===== src/rtl/mmlc_pkg.sv =====
// ---------------------------------------------------------------------------
// mmlc_pkg
// Types, codes and reset values shared by the LED mode controller.
// ---------------------------------------------------------------------------
`default_nettype none

package mmlc_pkg;

  // mode codes
  localparam logic [1:0] MODE_OFF   = 2'd0;
  localparam logic [1:0] MODE_BLINK = 2'd1;
  localparam logic [1:0] MODE_BOTH  = 2'd2;
  localparam logic [1:0] MODE_FADE  = 2'd3;

  localparam logic [7:0] DUTY_FULL = 8'hFF;
  localparam logic [7:0] COUNT_MAX = 8'hFF;
  localparam logic [15:0] BLINK_MAX = 16'hFFFF;

  // register indexes (byte address / 4)
  localparam logic [1:0] REG_DEBOUNCE = 2'd0;
  localparam logic [1:0] REG_BLINK    = 2'd1;
  localparam logic [1:0] REG_FADE     = 2'd2;
  localparam logic [1:0] REG_TOP      = 2'd3;

  localparam logic [7:0]  DEBOUNCE_RST = 8'd25;
  localparam logic [15:0] BLINK_RST    = 16'd400;
  localparam logic [7:0]  FADE_RST     = 8'd20;
  localparam logic [7:0]  TOP_RST      = 8'd180;

  typedef enum logic [1:0] {
    EV_NONE,
    EV_PRESS,
    EV_RELEASE
  } btn_ev_t;

  typedef struct packed {
    logic [7:0]  debounce_ticks;
    logic [15:0] blink_ticks;
    logic [7:0]  fade_ticks;
    logic [7:0]  fade_top;
  } cfg_t;

  typedef struct packed {
    logic [7:0] led1_duty;
    logic [7:0] led2_duty;
    logic       led3_on;
    logic [1:0] current_mode;
    logic       display_update;
  } res_t;

endpackage

`default_nettype wire


===== src/rtl/mmlc_if.sv =====
// ---------------------------------------------------------------------------
// mmlc_if
// Valid/ready channels for button ticks and LED result words.
// ---------------------------------------------------------------------------
`default_nettype none

interface mmlc_in_if;
  logic valid;
  logic ready;
  logic mode_button_level;
  logic reset_button_level;

  modport source (output valid, output mode_button_level, output reset_button_level,
                  input ready);
  modport sink (input valid, input mode_button_level, input reset_button_level,
                output ready);
endinterface

interface mmlc_out_if;
  logic       valid;
  logic       ready;
  logic [7:0] led1_duty;
  logic [7:0] led2_duty;
  logic       led3_on;
  logic [1:0] current_mode;
  logic       display_update;

  modport source (output valid, output led1_duty, output led2_duty, output led3_on,
                  output current_mode, output display_update, input ready);
  modport sink (input valid, input led1_duty, input led2_duty, input led3_on,
                input current_mode, input display_update, output ready);
endinterface

`default_nettype wire


===== src/rtl/multi_mode_led_controller.sv =====
// ---------------------------------------------------------------------------
// multi_mode_led_controller
// Two debounced buttons step an LED controller through four display modes.
// ---------------------------------------------------------------------------
// Usage:
//   in_word  : one word per millisecond tick, carrying the raw active-low
//              mode and reset button levels.
//   out_word : one word per input word: LED1/LED2 duties, LED3 level, the
//              current mode and a display update flag.
//   APB port : four 32-bit registers at byte offsets 0x0, 0x4, 0x8, 0xC
//              (debounce, blink interval, fade interval, fade peak). Write
//              them only while no tick is in flight. pready is tied high.
// The word accepted at an edge shows on out_word from the next cycle.
// Throughput is one word per cycle unless the receiver stalls; the single
// result register is reloaded in the cycle it is taken, so in_word.ready is
// low only while a result sits unclaimed and out_word.ready is low.
// Reset (rst, synchronous) restores register defaults, mode off, LEDs dark
// and both buttons released, and empties the result register.
// A stalled receiver holds the result word steady and stalls the input.
// ---------------------------------------------------------------------------
`default_nettype none

module multi_mode_led_controller (
  input  wire logic        clk,
  input  wire logic        rst,
  mmlc_in_if.sink          in_word,
  mmlc_out_if.source       out_word,
  input  wire logic        psel,
  input  wire logic        penable,
  input  wire logic        pwrite,
  input  wire logic [3:0]  paddr,
  input  wire logic [31:0] pwdata,
  output logic      [31:0] prdata,
  output logic             pready
);

  mmlc_pkg::cfg_t    cfg;
  mmlc_pkg::btn_ev_t mode_ev;
  mmlc_pkg::btn_ev_t reset_ev;
  mmlc_pkg::res_t    res_comb;
  mmlc_pkg::res_t    res_reg;
  logic              res_valid;
  logic              in_take;
  logic              cfg_wr;

  // ---- configuration registers ----
  assign pready = 1'b1;
  assign cfg_wr = psel && penable && pwrite;

  always_ff @(posedge clk) begin
    if (rst) begin
      cfg.debounce_ticks <= mmlc_pkg::DEBOUNCE_RST;
      cfg.blink_ticks    <= mmlc_pkg::BLINK_RST;
      cfg.fade_ticks     <= mmlc_pkg::FADE_RST;
      cfg.fade_top       <= mmlc_pkg::TOP_RST;
    end else if (cfg_wr) begin
      case (paddr[3:2])
        mmlc_pkg::REG_DEBOUNCE: cfg.debounce_ticks <= pwdata[7:0];
        mmlc_pkg::REG_BLINK:    cfg.blink_ticks    <= pwdata[15:0];
        mmlc_pkg::REG_FADE:     cfg.fade_ticks     <= pwdata[7:0];
        mmlc_pkg::REG_TOP:      cfg.fade_top       <= pwdata[7:0];
        default: ;
      endcase
    end
  end

  always_comb begin
    case (paddr[3:2])
      mmlc_pkg::REG_DEBOUNCE: prdata = {24'd0, cfg.debounce_ticks};
      mmlc_pkg::REG_BLINK:    prdata = {16'd0, cfg.blink_ticks};
      mmlc_pkg::REG_FADE:     prdata = {24'd0, cfg.fade_ticks};
      mmlc_pkg::REG_TOP:      prdata = {24'd0, cfg.fade_top};
      default:                prdata = '0;
    endcase
  end

  // ---- input handshake: take a word whenever the result slot frees up ----
  assign in_word.ready = !res_valid || out_word.ready;
  assign in_take       = in_word.valid && in_word.ready;

  // ---- button debouncers; state advances only on accepted ticks ----
  mmlc_debounce u_mode_btn (
    .clk            (clk),
    .rst            (rst),
    .step           (in_take),
    .level          (in_word.mode_button_level),
    .debounce_ticks (cfg.debounce_ticks),
    .ev             (mode_ev)
  );

  mmlc_debounce u_reset_btn (
    .clk            (clk),
    .rst            (rst),
    .step           (in_take),
    .level          (in_word.reset_button_level),
    .debounce_ticks (cfg.debounce_ticks),
    .ev             (reset_ev)
  );

  // ---- mode / LED sequencing ----
  mmlc_core u_core (
    .clk      (clk),
    .rst      (rst),
    .step     (in_take),
    .mode_ev  (mode_ev),
    .reset_ev (reset_ev),
    .cfg      (cfg),
    .res      (res_comb)
  );

  // ---- result register ----
  always_ff @(posedge clk) begin
    if (rst) begin
      res_valid <= 1'b0;
    end else if (in_take) begin
      res_valid <= 1'b1;
    end else if (out_word.ready) begin
      res_valid <= 1'b0;
    end
  end

  always_ff @(posedge clk) begin
    if (in_take) begin
      res_reg <= res_comb;
    end
  end

  assign out_word.valid          = res_valid;
  assign out_word.led1_duty      = res_reg.led1_duty;
  assign out_word.led2_duty      = res_reg.led2_duty;
  assign out_word.led3_on        = res_reg.led3_on;
  assign out_word.current_mode   = res_reg.current_mode;
  assign out_word.display_update = res_reg.display_update;

endmodule

`default_nettype wire


===== src/rtl/mmlc_debounce.sv =====
// ---------------------------------------------------------------------------
// mmlc_debounce
// One active-low button: stable counter, latch, press/release event.
// ---------------------------------------------------------------------------
`default_nettype none

module mmlc_debounce (
  input  wire logic            clk,
  input  wire logic            rst,
  input  wire logic            step,
  input  wire logic            level,
  input  wire logic [7:0]      debounce_ticks,
  output mmlc_pkg::btn_ev_t    ev
);

  logic       prev_level;
  logic [7:0] stable_count;
  logic       latched;

  logic [7:0] stable_count_next;
  logic       latched_next;

  always_comb begin
    if (level != prev_level) begin
      stable_count_next = '0;
    end else if (stable_count < mmlc_pkg::COUNT_MAX) begin
      stable_count_next = stable_count + 8'd1;
    end else begin
      stable_count_next = stable_count;
    end

    ev           = mmlc_pkg::EV_NONE;
    latched_next = latched;
    if (stable_count_next > debounce_ticks) begin
      if (!level && !latched) begin
        latched_next = 1'b1;
        ev           = mmlc_pkg::EV_PRESS;
      end else if (level) begin
        latched_next = 1'b0;
        ev           = mmlc_pkg::EV_RELEASE;
      end
    end
  end

  always_ff @(posedge clk) begin
    if (rst) begin
      prev_level   <= 1'b1;
      stable_count <= '0;
      latched      <= 1'b0;
    end else if (step) begin
      prev_level   <= level;
      stable_count <= stable_count_next;
      latched      <= latched_next;
    end
  end

endmodule

`default_nettype wire


===== src/rtl/mmlc_core.sv =====
// ---------------------------------------------------------------------------
// mmlc_core
// Mode register, blink and fade sequencers, LED levels for one tick.
// ---------------------------------------------------------------------------
`default_nettype none

module mmlc_core (
  input  wire logic              clk,
  input  wire logic              rst,
  input  wire logic              step,
  input  wire mmlc_pkg::btn_ev_t mode_ev,
  input  wire mmlc_pkg::btn_ev_t reset_ev,
  input  wire mmlc_pkg::cfg_t    cfg,
  output mmlc_pkg::res_t         res
);

  logic [1:0]  mode_reg;
  logic [15:0] blink_count;
  logic        blink_phase;
  logic [7:0]  fade_level;
  logic        fade_rising;
  logic [7:0]  fade_count;
  logic [7:0]  led1_level;
  logic [7:0]  led2_level;
  logic        led3_level;

  logic [1:0]  mode_reg_next;
  logic [15:0] blink_count_next;
  logic        blink_phase_next;
  logic [7:0]  fade_level_next;
  logic        fade_rising_next;
  logic [7:0]  fade_count_next;
  logic [7:0]  led1_level_next;
  logic [7:0]  led2_level_next;
  logic        led3_level_next;
  logic        disp;

  logic signed [9:0] fade_v;
  logic signed [9:0] top_s;
  logic [7:0]        period;
  logic [8:0]        fade_count_inc;

  always_comb begin
    mode_reg_next    = mode_reg;
    blink_phase_next = blink_phase;
    fade_level_next  = fade_level;
    fade_rising_next = fade_rising;
    fade_count_next  = fade_count;
    led1_level_next  = led1_level;
    led2_level_next  = led2_level;
    led3_level_next  = led3_level;
    disp             = 1'b0;
    fade_v           = '0;
    top_s            = $signed({2'b00, cfg.fade_top});
    period           = (cfg.fade_ticks == 8'd0) ? 8'd1 : cfg.fade_ticks;
    fade_count_inc   = '0;

    // elapsed count saturates
    blink_count_next = (blink_count < mmlc_pkg::BLINK_MAX) ? blink_count + 16'd1 : blink_count;

    // mode button
    if (mode_ev == mmlc_pkg::EV_PRESS) begin
      led3_level_next = 1'b1;
      mode_reg_next   = mode_reg + 2'd1;
      disp            = 1'b1;
      case (mode_reg_next)
        mmlc_pkg::MODE_OFF: begin
          led1_level_next = '0;
          led2_level_next = '0;
          led3_level_next = 1'b0;
        end
        mmlc_pkg::MODE_BLINK: begin
          led1_level_next  = '0;
          led2_level_next  = '0;
          led3_level_next  = 1'b0;
          blink_count_next = '0;
        end
        mmlc_pkg::MODE_BOTH: begin
          led1_level_next = mmlc_pkg::DUTY_FULL;
          led2_level_next = mmlc_pkg::DUTY_FULL;
          led3_level_next = 1'b1;
        end
        default: begin
          fade_level_next  = '0;
          fade_rising_next = 1'b1;
          fade_count_next  = '0;
        end
      endcase
    end else if (mode_ev == mmlc_pkg::EV_RELEASE) begin
      led3_level_next = 1'b0;
    end

    // reset button wins over a same-tick mode press
    if (reset_ev == mmlc_pkg::EV_PRESS) begin
      mode_reg_next   = mmlc_pkg::MODE_OFF;
      led1_level_next = '0;
      led2_level_next = '0;
      led3_level_next = 1'b0;
      disp            = 1'b1;
    end else if (reset_ev == mmlc_pkg::EV_RELEASE) begin
      led3_level_next = 1'b0;
    end

    // per-mode LED behavior
    if (mode_reg_next == mmlc_pkg::MODE_BLINK) begin
      if (blink_count_next >= cfg.blink_ticks) begin
        blink_count_next = '0;
        blink_phase_next = ~blink_phase_next;
        led1_level_next  = blink_phase_next ? mmlc_pkg::DUTY_FULL : 8'd0;
        led2_level_next  = blink_phase_next ? 8'd0 : mmlc_pkg::DUTY_FULL;
        led3_level_next  = 1'b0;
      end
    end else if (mode_reg_next == mmlc_pkg::MODE_FADE) begin
      if (fade_count_next == 8'd0) begin
        fade_v = fade_rising_next ? $signed({2'b00, fade_level_next}) + 10'sd1
                                  : $signed({2'b00, fade_level_next}) - 10'sd1;
        if (fade_v >= top_s) begin
          fade_v           = top_s;
          fade_rising_next = 1'b0;
        end
        if (fade_v <= 10'sd0) begin
          fade_v           = 10'sd0;
          fade_rising_next = 1'b1;
        end
        fade_level_next = fade_v[7:0];
        led1_level_next = fade_v[7:0];
        led2_level_next = fade_v[7:0];
        led3_level_next = 1'b0;
      end
      fade_count_inc = {1'b0, fade_count_next} + 9'd1;
      fade_count_next = (fade_count_inc >= {1'b0, period}) ? 8'd0 : fade_count_inc[7:0];
    end

    res.led1_duty      = led1_level_next;
    res.led2_duty      = led2_level_next;
    res.led3_on        = led3_level_next;
    res.current_mode   = mode_reg_next;
    res.display_update = disp;
  end

  always_ff @(posedge clk) begin
    if (rst) begin
      mode_reg    <= mmlc_pkg::MODE_OFF;
      blink_count <= '0;
      blink_phase <= 1'b0;
      fade_level  <= '0;
      fade_rising <= 1'b1;
      fade_count  <= '0;
      led1_level  <= '0;
      led2_level  <= '0;
      led3_level  <= 1'b0;
    end else if (step) begin
      mode_reg    <= mode_reg_next;
      blink_count <= blink_count_next;
      blink_phase <= blink_phase_next;
      fade_level  <= fade_level_next;
      fade_rising <= fade_rising_next;
      fade_count  <= fade_count_next;
      led1_level  <= led1_level_next;
      led2_level  <= led2_level_next;
      led3_level  <= led3_level_next;
    end
  end

endmodule

`default_nettype wire


===== src/flat_wrapper.sv =====
// flat-port wrapper written by rule: the top's interface ports become plain ports
module multi_mode_led_controller_flat 
  (clk, rst, psel, penable, pwrite, paddr, pwdata, prdata, pready, in_word_valid, in_word_mode_button_level, in_word_reset_button_level, in_word_ready, out_word_valid, out_word_led1_duty, out_word_led2_duty, out_word_led3_on, out_word_current_mode, out_word_display_update, out_word_ready);
  mmlc_in_if in_word_i ();
  mmlc_out_if out_word_i ();
  input  wire logic clk;
  input  wire logic rst;
  input  wire logic psel;
  input  wire logic penable;
  input  wire logic pwrite;
  input  wire logic [3:0] paddr;
  input  wire logic [31:0] pwdata;
  output logic      [31:0] prdata;
  output logic pready;
  input wire logic [$bits(in_word_i.valid)-1:0] in_word_valid;
  input wire logic [$bits(in_word_i.mode_button_level)-1:0] in_word_mode_button_level;
  input wire logic [$bits(in_word_i.reset_button_level)-1:0] in_word_reset_button_level;
  output wire logic [$bits(in_word_i.ready)-1:0] in_word_ready;
  output wire logic [$bits(out_word_i.valid)-1:0] out_word_valid;
  output wire logic [$bits(out_word_i.led1_duty)-1:0] out_word_led1_duty;
  output wire logic [$bits(out_word_i.led2_duty)-1:0] out_word_led2_duty;
  output wire logic [$bits(out_word_i.led3_on)-1:0] out_word_led3_on;
  output wire logic [$bits(out_word_i.current_mode)-1:0] out_word_current_mode;
  output wire logic [$bits(out_word_i.display_update)-1:0] out_word_display_update;
  input wire logic [$bits(out_word_i.ready)-1:0] out_word_ready;
  assign in_word_i.valid = in_word_valid;
  assign in_word_i.mode_button_level = in_word_mode_button_level;
  assign in_word_i.reset_button_level = in_word_reset_button_level;
  assign in_word_ready = in_word_i.ready;
  assign out_word_valid = out_word_i.valid;
  assign out_word_led1_duty = out_word_i.led1_duty;
  assign out_word_led2_duty = out_word_i.led2_duty;
  assign out_word_led3_on = out_word_i.led3_on;
  assign out_word_current_mode = out_word_i.current_mode;
  assign out_word_display_update = out_word_i.display_update;
  assign out_word_i.ready = out_word_ready;
  multi_mode_led_controller u_core (.clk(clk), .rst(rst), .in_word(in_word_i), .out_word(out_word_i), .psel(psel), .penable(penable), .pwrite(pwrite), .paddr(paddr), .pwdata(pwdata), .prdata(prdata), .pready(pready));
endmodule

===== config.mk =====
export PLATFORM = sky130hd
export DESIGN_NAME = multi_mode_led_controller_flat
export DESIGN_NICKNAME = d
export VERILOG_FILES = /design/src/rtl/mmlc_pkg.sv /design/src/rtl/mmlc_if.sv /design/src/rtl/multi_mode_led_controller.sv /design/src/rtl/mmlc_debounce.sv /design/src/rtl/mmlc_core.sv /design/src/flat_wrapper.sv
export SDC_FILE = /design/constraint.sdc
export NUM_CORES = 1
export LEC_CHECK = 0
export BUFFER_PORTS_ARGS = -buffer_cell sky130_fd_sc_hd__buf_4
export CORE_MARGIN = 2
export CORE_UTILIZATION = 45
export CTS_CLUSTER_DIAMETER = 150
export DETAILED_ROUTE_END_ITERATION = 8
export SETUP_SLACK_MARGIN = 0.5
export SLEW_MARGIN = 0
export SYNTH_ARGS = -nofsm -noshare
export SYNTH_HDL_FRONTEND = slang
export SYNTH_SLANG_ARGS = --single-unit

===== constraint.sdc =====
create_clock -name clk -period 12.8 [get_ports clk]
set_input_delay 0.64 -clock clk [delete_from_list [all_inputs] [get_ports clk]]
set_output_delay 0.64 -clock clk [all_outputs]
set_load 0.01 [all_outputs]

**Yosys cells after proc, flatten, opt, wreduce, memory -nomap -nowiden**

Index checks and enable logic that the tools add are counted.

- Flip-flop bits (word level): 134
- Bits of input ports: 45
- Output and inout port bits: 55
- Word-level logic and storage cells: 156

- Add/sub/neg operators: 7
- $lt $le $gt $ge: 9
- Eq/ne operators: 13
- Multiplexer cells: 74
- Bitwise operators: 1
- Reductions and logical operators: 27

Operators with widths:

| operator | count |
|---|---|
| two-way mux 8 bit | 30 |
| case mux 32 bit (4 select lines) | 1 |
| two-way mux 16 bit | 5 |
| two-way mux 10 bit | 5 |
| case mux 8 bit (2 select lines) | 2 |
| two-way mux 1 bit | 23 |
| adder 8 x 1 -> 9 bit, second input constant | 2 |
| adder 16 x 1 -> 16 bit, second input constant | 1 |
| adder 8 x 1 -> 8 bit, second input constant | 2 |
| >= comparator 16 bit | 1 |
| > comparator 8 bit | 2 |
| logical NOT 8 bit | 2 |
| < comparator 16 bit, second input constant | 1 |
| < comparator 8 bit, second input constant | 2 |
| two-way mux 2 bit | 8 |
| == test 2 bit, second input constant | 6 |
| == test 2 x 1 -> 1 bit, second input constant | 5 |
| >= comparator 10 x 9 -> 1 bit | 1 |
| <= comparator 10 x 1 -> 1 bit, second input constant | 1 |
| >= comparator 9 x 8 -> 1 bit | 1 |
| AND reduction 3 bit | 3 |
| subtractor 8 x 1 -> 9 bit, second input constant | 1 |
| AND reduction 2 bit | 4 |
| nonzero test 2 bit | 3 |
| 9 further kinds | 19 |

**Depth between registers and ports, before layout**

Gate-level depths: netlist (run 1).

- Depth after elaboration: 19
- Mapped depth: 28
- Gate-level depth less buffers: 26

**By module**

A second synthesis (run 1) with hierarchy kept.

- Cell total of the unflattened synthesis: 1,036
- Area, all modules: 9,027.4 µm²

Modules (own cells, without submodules):

| module | times used | cells an instance | area an instance (µm²) | seq. area each (µm²) |
|---|---|---|---|---|
| mmlc_core | 1 | 603 | 4,606.9 | 1,061.0 |
| multi_mode_led_controller | 1 | 225 | 2,698.8 | 1,421.4 |
| mmlc_debounce | 2 | 104 | 860.8 | 200.2 |

**Least setup slack after synthesis (run 1)**

OpenSTA, ideal clock, no wires.

- Kind: reg-to-reg
- From: reg u_core.u_mode_btn.stable_count[0]
- To: reg u_core.res_reg, in the netlist u_core.out_word.led1_duty[2] (data pin)
- Arrival: 5.095 ns
- Data required time: 12.530 ns
- Slack: 7.435 ns
- Cell stages (with the launch flop): 27
- Clock period less this slack: 5.365 ns
- Path through: dfxtp_1 -> ha_1 -> and3_1 -> nand3_1 -> nand4_1 -> xor2_1 -> nor2_1 -> ha_1 -> a21oi_1 -> o21a_1 -> or3_4 -> o21a_1 -> clkbuf_1 -> nand2_1 -> ha_1 -> inv_1 -> or4_1 -> o21ai_1 -> xnor2_1 -> nor2_2 -> ha_1 -> nand4_1 -> o221ai_1 -> buf_2 -> mux2_2 -> nand2_1 -> o21ai_0

RTL lines:

| item | line | RTL |
|---|---|---|
| from (decl) | mmlc_debounce.sv:17 | `logic [7:0] stable_count;` |
| from (signal assigned) | mmlc_debounce.sv:52 | `stable_count <= stable_count_next;` |
| to (signal assigned) | multi_mode_led_controller.sv:124 | `res_reg <= res_comb;` |
| to (decl) | multi_mode_led_controller.sv:41 | `mmlc_pkg::res_t res_reg;` |

==> out/metrics.cfg, run 1 <==
[finish]
largest_reg_flops = 40
final_cell_mix = 152 x nand2_1, 114 x dfxtp_1, 99 x a21oi_1
reg_top3 = u_core.cfg: 40 flops, u_core.u_core.blink_count: 16 flops
regMostFlops = u_core.cfg
syn_to_final_growth_pct = 13.76
drive_gt1_frac = 0.1242
diodes = 0
fillCellCount = 1765
multi_input_area_um2 = 5111
layout.nets = 1177
regArea_um2 = 2883
final_common_cell = nand2_1

[logic_synthesis]
synth_flop_cell = dfxtp_1
synth_cells = 1035
ys_seq_area_frac = 0.3401
synth_area_um2 = 8477
async_flop_share = 0
avgSynthCellArea_um2 = 8.190
synth_cell_types = 70
ys_warn_count = 0
synth-edff-count = 20
ys_ff_latch = 134

[job]
cap_violations = 0

[pwr]
p_clk_frac = 0.492
power_density_nw_per_um2 = 106.8
power_w = 0.001030
ir_worst_vdd_mv = 0.09852
power_frac_comb = 0.076
p_int_w = 0.0007788
sw_frac_of_total = 0.2440
power.switching_w = 0.0002514
power_frac_seq = 0.432
p_leak_nw = 3.867

[floorplan]
die_w_um = 141.3
io_pins = 100
coreArea_um2 = 18580
initial_utilization = 0.4562
rows = 50
chipHeight_um = 141.3
die-area_um2 = 19950

[timing]
hold_ws_ps = 432.7
fin_crit_ps = 6817
clock_skew_ps = 13.66
max_freq_mhz = 146.7
setup_viol = 0
final_hold_viol_count = 0
fin_setup_tns_ps = 0
slew_headroom = 0.2517
rsz0062_at_grt = no
finalCritPeriodShare = 0.5325
worst_pin_slew_ps = 1120
maxSlewViolCount = 0

[clock_network]
cts.sinks = 134
clk_latency_ps = 440
root_buffer = clkbuf_16
cts_buffer_depth = 2
cts_hold_buf = 0
htreeDepth = 4
cts.repair.resized = 0
clk_pin_slew_ps = 60
cts_tree = yes
post_cts_buffers = 0
numCtsBuffers = 17

[route]
antenna_left = 0
wl_per_cell_um = 16.51
num_vias = 7388
drt_iter0_markers = 504
met2_length_um = 10040
met3_length_um = 1004
top_layer_used = met4
wl_um = 21810
m1WireLength_um = 10520
dr.pass1.iters = 5
via_per_inst = 5.593
route.detailed.drc = 0

[grt]
grt_usage = 0.2233
antenna_found_initial = 0
grt_pass1_wl_um = 35360
grt_max_degree = 76
overflow = 0
grt_pass1_vias = 6784

[placed_design]
dp_hpwl_um = 15480
place_congestion = 0.8596
numPortBuffers = 64

[worst_setup_path]
cp.required_ps = 13050
crit_fanout = 17
path_class = reg2reg
arrival_ps = 7060
start_kind = register
critPathCaptureType = register

[hold_path]
hp-class = in2reg

[outcome]
outcome = finished clean

-- cells by family (layout without fill, tap and decap cells) --
logic type | Yosys count | count (layout) | synth area share
AO/OA/AOI/OAI | 251 | 251 | 0.1855
XOR/XNOR | 38 | 38 | 0.03926
adder cells (fa/ha/maj) | 58 | 58 | 0.08561
buffers and inverters | 127 | 164 | 0.06539
flip-flops | 134 | 134 | 0.3401
multiplexers | 43 | 43 | 0.06450
other | 2 | 17 | 0.0008859
AND/OR/NAND/NOR | 382 | 382 | 0.2187
-- stage by stage --
| step | instances | instance area (um^2) | worst slack [ps] | util |
|---|---|---|---|---|
| 2_1_floorplan | 1050 | 8533 | 7435 | - |
| 3_3_place_gp | 1289 | 9045 | 6055 | 0.4868 |
| 3_5_place_dp | 1289 | 9045 | 6098 | 0.4868 |
| 4_1_cts | 1321 | 9643 | 6056 | 0.5190 |
| 5_1_grt | 1321 | 9643 | 5397 | 0.5190 |
| 6_report | 1321 | 9643 | 5983 | 0.5190 |
-- worst max-delay path: stages (launching register included) --
cell and delay [ps]:
dfxtp_1 380, ha_1 230, and3_1 240, nand3_1 240, nand4_1 190, xor2_1 150
nor2_1 80, ha_1 350, and4_1 220, and2_1 160, nand2_1 90, a2bb2oi_4 210
nor2b_1 880, a21oi_1 180, ha_1 360, and4_1 230, o211ai_1 110, a31o_2 240
a41oi_2 680, nand3_1 740, o22ai_1 480, o2bb2ai_1 200
-- power by group through the flow --
stage | logic (W) | registers [W] | clock network, W
final | 0.0000786 | 0.000445 | 0.000507
after global routing | 0.0000876 | 0.000446 | 0.000533
after CTS | 0.0000790 | 0.000445 | 0.000516
after detailed placement | 0.0000786 | 0.000454 | 0
after global placement | 0.0000777 | 0.000453 | 0
after floorplan | 0.0000516 | 0.000454 | 0
-- synthesized netlist by cell type, drive strengths merged, types with 20 or more instances --
library cell,count,area (um^2)
a21oi,99,495.5
buf,31,193.9
clkbuf,34,127.6
dfxtp,114,2282
edfxtp,20,600.6
ha,58,725.7
inv,61,229.0
mux2i,31,317.8
nand2,153,574.3
nand3,40,205.2
nor2,74,287.8
o21ai,54,274.0
xor2,22,192.7
-- per-layer routing --
| metal | vias to the layer above | track usage |
|---|---|---|
| met5 | - | 0 |
| met4 | 0 | 0.05737 |
| met3 | 20 | 0.04489 |
| met2 | 174 | 0.3582 |
| met1 | 3449 | 0.3093 |
| li1 | 3745 | - |
-- cell type report --
class	instances	area share
tap	234	0.03036
clock inverter	13	0.01609
clock buffer	19	0.04593
multi-input combinational	789	0.5300
inverter	62	0.02413
timing repair buffer	70	0.05450
sequential	134	0.2989
-- worst paths after layout --
check	startpoint	slack (ps)	to	cells past startpoint
worst max register to register	u_core.u_mode_btn.stable_count[0]	5980	u_core.out_word.led1_duty[1]	21
worst max-delay path	u_core.u_mode_btn.stable_count[0]	5980	u_core.out_word.led1_duty[1]	21
worst min-delay path	pwdata[8]	430	u_core.cfg[24]	3
worst min register to register	u_core.cfg[28]	470	u_core.cfg[28]	2
Note: power is estimated with default switching activity, not from simulation.
==> run 2: changes to the inputs <==
Settings changed: PLACE_DENSITY set to 0.67.
Clock period 12.8 ns to 5.81 ns, I/O delays scaled along.
==> run 2 against run 1 <==
Critical path depth grew 5. Sequential cell count unchanged. Non-clock buffer count grew 20. Highest routed layer unchanged. First-iteration DRC count increased by 19%. Clock-buffer cell count grew 1. Die area is the same.
==> out/metrics.cfg, run 2 (synthesized netlist as in run 1, its figures left out) <==
[outcome]
outcome = finished clean

[route]
wl_per_cell_um = 16.83
m1WireLength_um = 10220
dr.pass1.iters = 5
wl_um = 22570
via_per_inst = 5.755
route.detailed.drc = 0
drt_iter0_markers = 601
antenna_left = 0
met3_length_um = 1084
met2_length_um = 10630
top_layer_used = met4
num_vias = 7717

[worst_setup_path]
r2r-end = u_core.out_word.led1_duty[4]
start_kind = register
path_class = reg2reg
setup.worst_path.end = u_core.out_word.led1_duty[4]
critPathCaptureType = register
regToRegSetupSlack_ps = 630
cp.required_ps = 5990
reg2reg_depth = 26
arrival_ps = 5360
cp-startpoint = u_core.u_mode_btn.stable_count[5]
timing.rr.start = u_core.u_mode_btn.stable_count[5]
crit_fanout = 6

[pwr]
ir_worst_vdd_mv = 0.1994
p_leak_nw = 4.072
power_density_nw_per_um2 = 219.6

[finish]
layout.nets = 1197
regMostFlops = u_core.cfg
diodes = 0
syn_to_final_growth_pct = 19.20
regArea_um2 = 2893
drive_gt1_frac = 0.1879
final_common_cell = nand2_1
largest_reg_flops = 40
final_cell_mix = 145 x nand2_1, 110 x dfxtp_1, 95 x a21oi_1
reg_top3 = u_core.cfg: 40 flops, u_core.u_core.blink_count: 16 flops
post-route-util = 0.5438
fin_cells = 1341
multi_input_area_um2 = 5423
fillCellCount = 1703

[clock_network]
htreeDepth = 4
clk_pin_slew_ps = 60
clk_latency_ps = 430
cts_buffer_depth = 2
numCtsBuffers = 17
cts_tree = yes
root_buffer = clkbuf_16
cts.sinks = 134
cts_hold_buf = 0

[timing]
maxSlewViolCount = 0
fin_crit_ps = 5182
fin_setup_tns_ps = 0
slew_headroom = 0.1252
final_hold_viol_count = 0
worst_slack_ps = 627.6
worst_pin_slew_ps = 1305
finalCritPeriodShare = 0.8920
clock_skew_ps = 7.556
max_freq_mhz = 193.0
setup_viol = 0
rsz0062_at_grt = yes

[floorplan]
coreArea_um2 = 18580
chipHeight_um = 141.3
initial_utilization = 0.4562
die-area_um2 = 19950
die_w_um = 141.3
io_pins = 100
rows = 50

[placed_design]
dp_cells = 1296
place_congestion = 0.9311
numPortBuffers = 64
post-place-ws_ps = 146.8
dp_hpwl_um = 15810

[grt]
grt_max_degree = 66
grt_pass1_vias = 7120
antenna_found_initial = 0
overflow = 0
grt_usage = 0.2268
grt_pass1_wl_um = 36290

[hold_path]
hp-class = in2reg

[job]
cap_violations = 0

==> run 2: cell count changes in the layout (fill, tap and decap cells not counted), sizes merged <==
cell,previous run,this run
buf,70,90
bufinv,3,1
clkbuf,19,20
clkinv,5,6
clkinvlp,4,2
inv,63,65
==> run 2: stage by stage <==
step / total power (W) / area [um^2] / hold WS, ps
final: 0.002219 / 10100 / 101.0
after global routing: 0.002290 / 10100 / 99.48
after CTS: 0.002232 / 9751 / 90.71
after detailed placement: 0.001176 / 9095 / 465.2
after global placement: 0.001173 / 9095 / 458.2
after floorplan: 0.001114 / 8541 / 386.1
==> run 2: layer usage <==
layer	track usage	vias up
met4	0.09368	0
met3	0.04151	36
met2	0.3692	234
met5	0	-
met1	0.2978	3668
li1	-	3779
==> run 2: power breakdown <==
part | switching (W) | leakage, nW | internal, W | total (W)
Sequential | 0.0000141 | 1.13 | 0.000965 | 0.000979
Combinational | 0.000109 | 2.67 | 0.0000690 | 0.000178
Clock | 0.000444 | 0.279 | 0.000618 | 0.00106
==> run 2: final cells by class <==
cell class                 count  area share
clock buffer                  20     0.04520
clock inverter                12     0.01189
inverter                      62     0.02303
multi-input combinational    789      0.5367
sequential                   134      0.2863
tap                          234     0.02897
timing repair buffer          90     0.06798
==> run 2: how the worst min path moves through the flow <==
stage	from	endpoint	slack [ps]	cells after the start
floorplan	in_word_reset_button_level	u_core.u_reset_btn.latched	390	1
global placement	u_core.cfg[18]	u_core.cfg[18]	460	2
detailed placement	u_core.cfg[18]	u_core.cfg[18]	470	2
CTS	in_word_reset_button_level	u_core.u_reset_btn.latched	90	2
global route	pwdata[8]	u_core.cfg[24]	100	3
finish	pwdata[8]	u_core.cfg[24]	100	3
==> run 2: what timing repair did <==
item                       CTS  global route
gates cloned                 1             0
pin swaps                    1            24
setup endpoints to repair   50            66
gates resized for setup     22            60
buffers inserted             1            11
==> run 2: worst max-delay path, cell delays in order, from the launching register on <==
cell and delay (ps):
dfxtp_2 350, and3_4 190, and3_4 210, nand3_4 110, nand4_1 110, xor2_1 140, nor2_1 70, ha_1 330
a21oi_2 60, o21a_1 230, or3_4 430, o21a_4 170, nand2_4 90, ha_4 140, inv_1 50, or4_4 450
o21ai_4 90, xnor2_2 140, nor2_2 70, ha_1 320, a21o_1 190, a21oi_2 120, o221ai_2 130, buf_6 170
mux2i_2 260, nand2b_4 210, nand2_1 70
